`src/rtl/pht_pkg.sv`:
```
// Shared constants, codes and types for the pheromone table block.
// No dependencies; imported by the top level and by pht_engine.
`default_nettype none

package pht_pkg;

  localparam int MAX_MACHINES = 4;
  localparam int MAX_TASKS    = 16;

  localparam int M_W    = $clog2(MAX_MACHINES);
  localparam int T_W    = $clog2(MAX_TASKS);
  localparam int ADDR_W = M_W + 2 * T_W;
  localparam int DEPTH  = MAX_MACHINES * MAX_TASKS * MAX_TASKS;
  localparam int MC_W   = $clog2(MAX_MACHINES + 1);
  localparam int TC_W   = $clog2(MAX_TASKS + 1);

  localparam int ENTRY_W = 32;
  localparam int SUM_W   = 36;
  localparam int RATE_W  = 16;
  localparam int KEEP_W  = RATE_W + 1;
  localparam int MASK_W  = 16;
  localparam int REQ_W   = 2;

  localparam logic [ENTRY_W-1:0] PH_INIT       = 32'd655360;
  localparam logic [RATE_W-1:0]  PH_RATE_RESET = 16'd19661;

  typedef enum logic [REQ_W-1:0] {
    REQ_EVAP    = 2'd0,
    REQ_DEPOSIT = 2'd1,
    REQ_TOTAL   = 2'd2,
    REQ_READ    = 2'd3
  } req_type_t;

  typedef enum logic [1:0] {
    CFG_MACHINES = 2'd0,
    CFG_TASKS    = 2'd1,
    CFG_RATE     = 2'd2
  } cfg_idx_t;

  typedef enum logic [3:0] {
    ST_CLEAR,
    ST_IDLE,
    ST_EVAP,
    ST_EVAP_DRAIN,
    ST_TOT,
    ST_TOT_DRAIN,
    ST_DEP_WR,
    ST_RD_WAIT,
    ST_FINISH
  } pht_state_t;

  // effective (clamped) configuration
  typedef struct packed {
    logic [MC_W-1:0]   machines;
    logic [TC_W-1:0]   tasks;
    logic [RATE_W-1:0] rate;
  } pht_cfg_t;

  typedef struct packed {
    logic [ENTRY_W-1:0] deposit_amount;
    logic [MASK_W-1:0]  unselected_mask;
    logic [T_W-1:0]     col_task;
    logic [T_W-1:0]     row_task;
    logic [M_W-1:0]     machine;
    req_type_t          req_type;
  } pht_req_t;

  typedef struct packed {
    logic              status;
    logic [SUM_W-1:0]  value;
  } pht_res_t;

endpackage

`default_nettype wire

```
`src/rtl/pht_engine.sv`:
```
// Request sequencer and datapath: clearing pass, evaporation sweep, deposit,
// masked row total and entry read around the table RAM. Depends on pht_pkg.
`default_nettype none

module pht_engine import pht_pkg::*; (
  input  wire logic               clk,
  input  wire logic               rst_n,
  input  wire pht_cfg_t           cfg,
  input  wire logic               req_valid,
  output logic                    req_ready,
  input  wire pht_req_t           req,
  output logic                    res_valid,
  input  wire logic               res_ready,
  output pht_res_t                res,
  output logic                    ram_we,
  output logic [ADDR_W-1:0]       ram_waddr,
  output logic [ENTRY_W-1:0]      ram_wdata,
  output logic                    ram_re,
  output logic [ADDR_W-1:0]       ram_raddr,
  input  wire logic [ENTRY_W-1:0] ram_rdata
);

  pht_state_t         state_r, state_nxt;
  logic [ADDR_W-1:0]  clr_cnt_r, clr_cnt_nxt;
  req_type_t          req_type_r, req_type_nxt;
  logic [M_W-1:0]     m_r, m_nxt;
  logic [T_W-1:0]     row_r, row_nxt;
  logic [MASK_W-1:0]  mask_r, mask_nxt;
  logic [ENTRY_W-1:0] inc_r, inc_nxt;
  logic [M_W-1:0]     a_r, a_nxt;
  logic [T_W-1:0]     b_r, b_nxt;
  logic [T_W-1:0]     d_r, d_nxt;
  logic [SUM_W-1:0]   acc_r, acc_nxt;
  pht_res_t           res_r, res_nxt;

  // read pipeline: s1 = RAM data valid, s2 = scaled entry waiting for write
  logic               s1_vld_r, s1_vld_nxt;
  logic               s1_use_r, s1_use_nxt;
  logic [ADDR_W-1:0]  s1_addr_r, s1_addr_nxt;
  logic               s2_vld_r, s2_vld_nxt;
  logic [ADDR_W-1:0]  s2_addr_r, s2_addr_nxt;
  logic [ENTRY_W-1:0] s2_data_r, s2_data_nxt;

  logic                        rd_use;
  logic                        m_bad, r_bad, c_bad, idx_err, evap_none;
  logic                        a_last, b_last, d_last;
  logic [ENTRY_W+RATE_W-1:0]   inc_prod;
  logic [KEEP_W-1:0]           keep;
  logic [ENTRY_W+KEEP_W-1:0]   evap_prod;
  logic [ENTRY_W:0]            dep_sum;
  logic [ENTRY_W-1:0]          dep_sat;
  logic [SUM_W:0]              acc_sum;

  assign m_bad   = MC_W'(req.machine) >= cfg.machines;
  assign r_bad   = TC_W'(req.row_task) >= cfg.tasks;
  assign c_bad   = TC_W'(req.col_task) >= cfg.tasks;
  assign idx_err = m_bad || r_bad || (c_bad && (req.req_type != REQ_TOTAL));
  assign evap_none = (cfg.machines == '0) || (cfg.tasks == '0);

  assign a_last = (MC_W'(a_r) + MC_W'(1)) == cfg.machines;
  assign b_last = (TC_W'(b_r) + TC_W'(1)) == cfg.tasks;
  assign d_last = (TC_W'(d_r) + TC_W'(1)) == cfg.tasks;

  assign inc_prod  = (ENTRY_W+RATE_W)'(req.deposit_amount) * (ENTRY_W+RATE_W)'(cfg.rate);
  assign keep      = KEEP_W'(1 << RATE_W) - KEEP_W'(cfg.rate);
  assign evap_prod = (ENTRY_W+KEEP_W)'(ram_rdata) * (ENTRY_W+KEEP_W)'(keep);
  assign dep_sum   = {1'b0, ram_rdata} + {1'b0, inc_r};
  assign dep_sat   = dep_sum[ENTRY_W] ? '1 : dep_sum[ENTRY_W-1:0];
  assign acc_sum   = {1'b0, acc_r} + (SUM_W+1)'(ram_rdata);

  assign req_ready = (state_r == ST_IDLE);
  assign res_valid = (state_r == ST_FINISH);
  assign res       = res_r;

  always_comb begin
    state_nxt    = state_r;
    clr_cnt_nxt  = clr_cnt_r;
    req_type_nxt = req_type_r;
    m_nxt        = m_r;
    row_nxt      = row_r;
    mask_nxt     = mask_r;
    inc_nxt      = inc_r;
    a_nxt        = a_r;
    b_nxt        = b_r;
    d_nxt        = d_r;
    res_nxt      = res_r;
    ram_re       = 1'b0;
    ram_raddr    = {req.machine, req.row_task, req.col_task};
    rd_use       = 1'b0;

    acc_nxt = acc_r;
    if (s1_vld_r && s1_use_r) begin
      acc_nxt = acc_sum[SUM_W] ? '1 : acc_sum[SUM_W-1:0];
    end

    case (state_r)
      ST_CLEAR: begin
        clr_cnt_nxt = clr_cnt_r + ADDR_W'(1);
        if (clr_cnt_r == ADDR_W'(DEPTH - 1)) begin
          state_nxt = ST_IDLE;
        end
      end
      ST_IDLE: begin
        if (req_valid) begin
          req_type_nxt = req.req_type;
          m_nxt        = req.machine;
          row_nxt      = req.row_task;
          mask_nxt     = req.unselected_mask;
          inc_nxt      = inc_prod[RATE_W +: ENTRY_W];
          a_nxt        = '0;
          b_nxt        = '0;
          d_nxt        = '0;
          acc_nxt      = '0;
          res_nxt      = '0;
          case (req.req_type)
            REQ_EVAP: begin
              state_nxt = evap_none ? ST_FINISH : ST_EVAP;
            end
            REQ_DEPOSIT: begin
              if (idx_err) begin
                res_nxt.status = 1'b1;
                state_nxt      = ST_FINISH;
              end else begin
                ram_re    = 1'b1;
                state_nxt = ST_DEP_WR;
              end
            end
            REQ_TOTAL: begin
              if (idx_err) begin
                res_nxt.status = 1'b1;
                state_nxt      = ST_FINISH;
              end else begin
                state_nxt = ST_TOT;
              end
            end
            REQ_READ: begin
              if (idx_err) begin
                res_nxt.status = 1'b1;
                state_nxt      = ST_FINISH;
              end else begin
                ram_re    = 1'b1;
                state_nxt = ST_RD_WAIT;
              end
            end
            default: begin
              state_nxt = ST_FINISH;
            end
          endcase
        end
      end
      ST_EVAP: begin
        ram_re    = 1'b1;
        ram_raddr = {a_r, b_r, d_r};
        if (d_last) begin
          d_nxt = '0;
          if (b_last) begin
            b_nxt = '0;
            if (a_last) begin
              state_nxt = ST_EVAP_DRAIN;
            end else begin
              a_nxt = a_r + M_W'(1);
            end
          end else begin
            b_nxt = b_r + T_W'(1);
          end
        end else begin
          d_nxt = d_r + T_W'(1);
        end
      end
      ST_EVAP_DRAIN: begin
        // wait until the last scaled entries are written back
        if (!s1_vld_r && !s2_vld_r) begin
          state_nxt = ST_FINISH;
        end
      end
      ST_TOT: begin
        ram_re    = 1'b1;
        ram_raddr = {m_r, row_r, d_r};
        rd_use    = mask_r[d_r];
        if (d_last) begin
          state_nxt = ST_TOT_DRAIN;
        end else begin
          d_nxt = d_r + T_W'(1);
        end
      end
      ST_TOT_DRAIN: begin
        if (!s1_vld_r) begin
          res_nxt.value = acc_r;
          state_nxt     = ST_FINISH;
        end
      end
      ST_DEP_WR: begin
        state_nxt = ST_FINISH;
      end
      ST_RD_WAIT: begin
        res_nxt.value = SUM_W'(ram_rdata);
        state_nxt     = ST_FINISH;
      end
      ST_FINISH: begin
        if (res_ready) begin
          state_nxt = ST_IDLE;
        end
      end
      default: begin
        state_nxt = ST_IDLE;
      end
    endcase
  end

  always_comb begin
    s1_vld_nxt  = ram_re;
    s1_use_nxt  = rd_use;
    s1_addr_nxt = ram_raddr;
    s2_vld_nxt  = s1_vld_r && (req_type_r == REQ_EVAP);
    s2_addr_nxt = s1_addr_r;
    s2_data_nxt = evap_prod[RATE_W +: ENTRY_W];
  end

  // single write port: clearing pass, evaporation write-back, deposit
  always_comb begin
    ram_we    = 1'b0;
    ram_waddr = s1_addr_r;
    ram_wdata = dep_sat;
    if (state_r == ST_CLEAR) begin
      ram_we    = 1'b1;
      ram_waddr = clr_cnt_r;
      ram_wdata = PH_INIT;
    end else if (s2_vld_r) begin
      ram_we    = 1'b1;
      ram_waddr = s2_addr_r;
      ram_wdata = s2_data_r;
    end else if (state_r == ST_DEP_WR) begin
      ram_we = 1'b1;
    end
  end

  always_ff @(posedge clk) begin
    if (!rst_n) begin
      state_r   <= ST_CLEAR;
      clr_cnt_r <= '0;
      s1_vld_r  <= 1'b0;
      s2_vld_r  <= 1'b0;
    end else begin
      state_r   <= state_nxt;
      clr_cnt_r <= clr_cnt_nxt;
      s1_vld_r  <= s1_vld_nxt;
      s2_vld_r  <= s2_vld_nxt;
    end
  end

  always_ff @(posedge clk) begin
    req_type_r <= req_type_nxt;
    m_r        <= m_nxt;
    row_r      <= row_nxt;
    mask_r     <= mask_nxt;
    inc_r      <= inc_nxt;
    a_r        <= a_nxt;
    b_r        <= b_nxt;
    d_r        <= d_nxt;
    acc_r      <= acc_nxt;
    res_r      <= res_nxt;
    s1_use_r   <= s1_use_nxt;
    s1_addr_r  <= s1_addr_nxt;
    s2_addr_r  <= s2_addr_nxt;
    s2_data_r  <= s2_data_nxt;
  end

endmodule

`default_nettype wire
```
`config.mk`:
```
export PLATFORM = sky130hd
export DESIGN_NAME = pht_engine
export DESIGN_NICKNAME = d
export VERILOG_FILES = /design/src/rtl/pht_pkg.sv /design/src/rtl/pht_engine.sv
export SDC_FILE = /design/constraint.sdc
export NUM_CORES = 2
export LEC_CHECK = 0
export ABC_AREA = 1
export BUFFER_PORTS_ARGS = -buffer_cell sky130_fd_sc_hd__buf_2
export CAP_MARGIN = 20
export CORE_MARGIN = 2
export CORE_UTILIZATION = 45
export CTS_CLUSTER_SIZE = 16
export DETAILED_ROUTE_END_ITERATION = 6
export HOLD_SLACK_MARGIN = 0.02
export PLACE_DENSITY = 0.68
export SLEW_MARGIN = 10
export SYNTH_ARGS = -nofsm -noshare
export SYNTH_HDL_FRONTEND = slang
export SYNTH_SLANG_ARGS = --single-unit
```
`constraint.sdc`:
```
create_clock -name clk -period 23.1 [get_ports clk]
set_clock_uncertainty 0.2 [all_clocks]
set_input_delay 4.62 -clock clk [delete_from_list [all_inputs] [get_ports clk]]
set_output_delay 4.62 -clock clk [all_outputs]
set_load 0.01 [all_outputs]
```
Yosys cells after proc, flatten, opt, wreduce, memory -nomap -nowiden:

Cells that the tools add are included.

* output and inout port bits: 93
* input port bits: 120
* word-level logic and storage cells: 139
* memory bits (read-only): 0
* bits in writable memories: 0
* bits in registers: 208
* bits in latches: 0
* memories kept: 0

* magnitude comparators: 4
* bitwise logic cells: 0
* div/mod/pow operators: 0
* eq/ne operators: 27
* shift-type cells: 0
* multiply operators: 2
* muxes and demuxes: 50
* reductions and logical operators: 27
* add/subtract/negate cells: 10

Operator list (count)
* $mux 36: 6
* $pmux 36 s3: 1
* $mux 32: 3
* $mux 4: 18
* $mul 32x16->48: 1
* $mul 32x17->48: 1
* $add 36x32->37: 1
* $add 32x32->33: 1
* $pmux 4 s8: 1
* $ne 2x2->1 const B: 11
* $mux 10: 2
* $pmux 10 s2: 1
* $sub 17x16->17 const A: 1
* $eq 4x3->1 const B: 4
* $pmux 4 s4: 1
* $pmux 4 s3: 1
* $add 10x1->10 const B: 1
* $add 4x1->5 const B: 2
* $eq 10x10->1 const B: 1
* $eq 5x5->1: 2
* $ge 4x5->1: 2
* $reduce_and 3->1: 3
* $reduce_and 9->1: 1
* $add 4x1->4 const B: 2
* 30 further kinds: 52

Logic depth before layout (Yosys ltp):

* word-level depth: 7
* gate-level depth with buffers: 38
* gate-level depth less buffers: 34

Worst setup path after synthesis:

Ideal clock, no wire load.

* path kind: input -> output
* from: input port req_valid
* to: output port ram_re
* setup slack: 10.738 ns
* data arrival time: 7.542 ns
* data required time: 18.280 ns
* stages: 4
* buffers on the path: 0
* cells stage by stage: inv_1 nor2_1 nand2_1 nand2_1

* word-level cells in the longest chain between the ends: 2

RTL lines
* start: declaration: RTL line pht_engine.sv:9 `input wire logic req_valid,`
* $mux 1: RTL line pht_engine.sv:104 `if (req_valid) begin`
* $pmux 1 s2: RTL line pht_engine.sv:96 `case (state_r)`
* end: declaration: RTL line pht_engine.sv:18 `output logic ram_re,`

Every way passes these cells.

Final worst setup path:

* from: input port ram_rdata[1]
* to: output port ram_wdata[31]

* word-level cells in the longest chain between the ends: 4

RTL lines
* start: declaration: RTL line pht_engine.sv:20 `input wire logic [ENTRY_W-1:0] ram_rdata`
* $add 32x32->33: RTL line pht_engine.sv:67 `assign dep_sum = {1'b0, ram_rdata} + {1'b0, inc_r};`
* $mux 32: RTL line pht_engine.sv:68 `assign dep_sat = dep_sum[ENTRY_W] ? '1 : dep_sum[ENTRY_W-1:0];`
* $mux 32: RTL line pht_engine.sv:228 `end else if (s2_vld_r) begin`
* $mux 32: RTL line pht_engine.sv:224 `if (state_r == ST_CLEAR) begin`
* end: declaration: RTL line pht_engine.sv:17 `output logic [ENTRY_W-1:0] ram_wdata,`

Every way passes these cells.

==> flow_summary.ini <==
[logic_synthesis]
synth-adder-area-share_pct = 45.2
synth_edf_count = 103
synth_area_um2 = 47000
ys_ff_latch = 208
syn_area_per_cell_um2 = 7.45
yosys.area_share.xor_xnor_pct = 1.68
synth_top_family_by_area = adder cells
synthArstFlopShare_pct = 0
syn_inst = 6312
synth_compound_area_share_pct = 6.67
yosysUniqueCellTypes = 51
seq_area_frac_synth_pct = 11.1
syn-num-nets = 7610
muxShareOfSynthArea_pct = 0
ys.flop_type = dfxtp_1
yosys_warnings = 0
synthSimpleGateAreaFrac_pct = 21.4

[cts]
clock_latency_ns = 0.56
h-tree-depth = 1
cts_resized = 0
cts_buffers = 26
clk_pin_slew_worst_paths_ns = 0.06
clock_path_buffers = 3
post_cts.repair.setup_buffers = 0
tritoncts = done
cts.sinks = 208
postCtsHoldBufs = 0
root_buffer = clkbuf_16

[placement]
post-dp-hpwl_mm = 125
numPortBuffers = 212
place.gp.congestion = 1.01

[setup_path]
critical_path.startpoint = ram_rdata[1]
critPathKind = input port to output port
cp_data_arrival_time_ns = 8.52
worstPathMaxFanout = 21
r2r_start = state_r[0]
endpoint_kind = output port
worstPathRequired_ns = 18.28
worst_setup_path_start_kind = input port

[final_layout]
final_common_cell = nand2_1
multi_input_area_um2 = 35200
drive_gt1_share_pct = 5.45
num-fill-cells = 10400
mostFrequentLayoutCells = nand2_1, inv_1, fa_1, nor2_1, ha_1
register_area_um2 = 5190
nNetsFinal = 7662
syn2layout_area_growth_pct = 6.86

[timing]
max_slew_margin_pct = 22.6
period_minus_slack_ns = 13.34
hold_viol = 0
setup_tns_ns = 0
fmax_mhz = 75.0
setup_viol = 0
rsz0062_at_grt = no
finalCritPeriodShare_pct = 57.7
worst_pin_slew_ns = 1.16
slew_violations = 0

[detailed_routing]
via_count = 41400
firstDrtPassIters = 5
drcViolationCount = 0
drt_wl_total_mm = 155
viasPerCell = 5.33
avgRoutedWirePerCell_um = 19.9
drtIter0Drc = 3098
antenna_left = 0

[global_route]
grt_max_degree = 64
grt_pass1_wl_mm = 243
first_global_vias = 43500
overflow = 0
grtUsageTotal_pct = 29.2
antenna_found_initial = 5

[status]
status = finished, final reports clean

[hold_path]
hp-class = flop to flop
min_from = s1_addr_r[4]

[floorplanning]
die_y_um = 327
die_area_um2 = 107000
core_um2 = 103000
io_pins = 213
start_util_pct = 45.4
die_x_um = 327
rows = 118

[flow_run]
cap_viol_max_count = 0
==> cell families after synthesis <==
family / after synthesis
XOR/XNOR: 90
AND/OR/NAND/NOR: 2534
AO/OA/AOI/OAI: 568
flip-flops: 208
buffers and inverters: 1734
adder cells (fa/ha/maj): 1178
==> final timing paths <==
check	end	slack, ns	cells past startpoint
worst max register to register	a_r[1]	19.75	7
worst max-delay path	ram_wdata[31]	9.76	13
worst min-delay path	s2_addr_r[4]	0.15	0
worst min register to register	s2_addr_r[4]	0.15	0
==> flip-flops by register name, summed over array words and instances, names as in the netlist <==
signal and cells:
s1_vld_r 1, a_r 2, acc_r 36, s1_use_r 1, res 37, b_r 4, m_r 2, s2_data_r 32
row_r 4, inc_r 32, s2_vld_r 1, mask_r 16, d_r 4, clr_cnt_r 10, state_r 4, s1_addr_r 10
s2_addr_r 10, req_type_r 2
==> cells in the mapped netlist, types with 9 or more instances <==
library cell | n | share of area (%)
clkbuf_1 | 203 | 1.6
nor2_1 | 551 | 4.4
ha_1 | 313 | 8.3
fa_1 | 865 | 37
edfxtp_1 | 103 | 6.6
nand4_1 | 40 | 0.53
o21bai_1 | 19 | 0.30
nor3_1 | 43 | 0.46
a21boi_0 | 14 | 0.22
buf_2 | 21 | 0.22
o21ai_0 | 216 | 2.3
nand2_1 | 1674 | 13
nand3_1 | 169 | 1.8
a21oi_1 | 225 | 2.4
o21a_1 | 17 | 0.27
a21o_1 | 22 | 0.35
a31oi_1 | 27 | 0.36
or2_2 | 10 | 0.13
xor2_1 | 59 | 1.1
nand3b_1 | 11 | 0.18
inv_1 | 1478 | 12
dfxtp_1 | 105 | 4.5
buf_4 | 9 | 0.14
xnor2_1 | 31 | 0.58
nor4_1 | 12 | 0.16
==> routing by layer <==
layer / global-route usage, % / wire length, um
met1: 37.4 / 61500
met4: 11.7 / 7490
met3: 4.37 / 12300
met5: 0 / 35
met2: 49.7 / 73300
==> layout make-up <==
cell class,count,share of cell area [%]
Inverter,1491,11.1
Multi-Input combinational cell,4370,70.2
Timing Repair Buffer,267,3.03
Tap cell,1380,3.44
Clock inverter,17,0.458
Clock buffer,31,1.40
Antenna cell,1,0.00498
Sequential cell,208,10.3
==> stage by stage <==
stage	instances	setup WS, ns	utilization (%)	hold WS [ns]	cell area (um^2)
after floorplan	6312	10.74	-	0.131	47000
after global placement	7713	9.99	47.6	0.134	49200
after detailed placement	7714	9.91	47.6	0.137	49200
after CTS	7762	10.01	48.5	0.148	50200
after global routing	7764	9.64	48.5	0.154	50200
final	7765	9.76	48.5	0.150	50200
==> worst max-delay path, cell delays in order <==
cell	delay, ns
buf_2	0.50
inv_2	0.38
fa_1	0.56
o21ai_2	0.21
nand2_1	0.08
nand2_1	0.14
nand2_1	0.07
nand2_1	0.13
nand3_1	0.16
nand3_2	0.26
inv_1	0.39
a21oi_1	0.73
buf_2	0.26
Power is left out: the tool's default activity adds up to more than one toggle a clock period on the data nets, which glitch-free logic cannot reach.
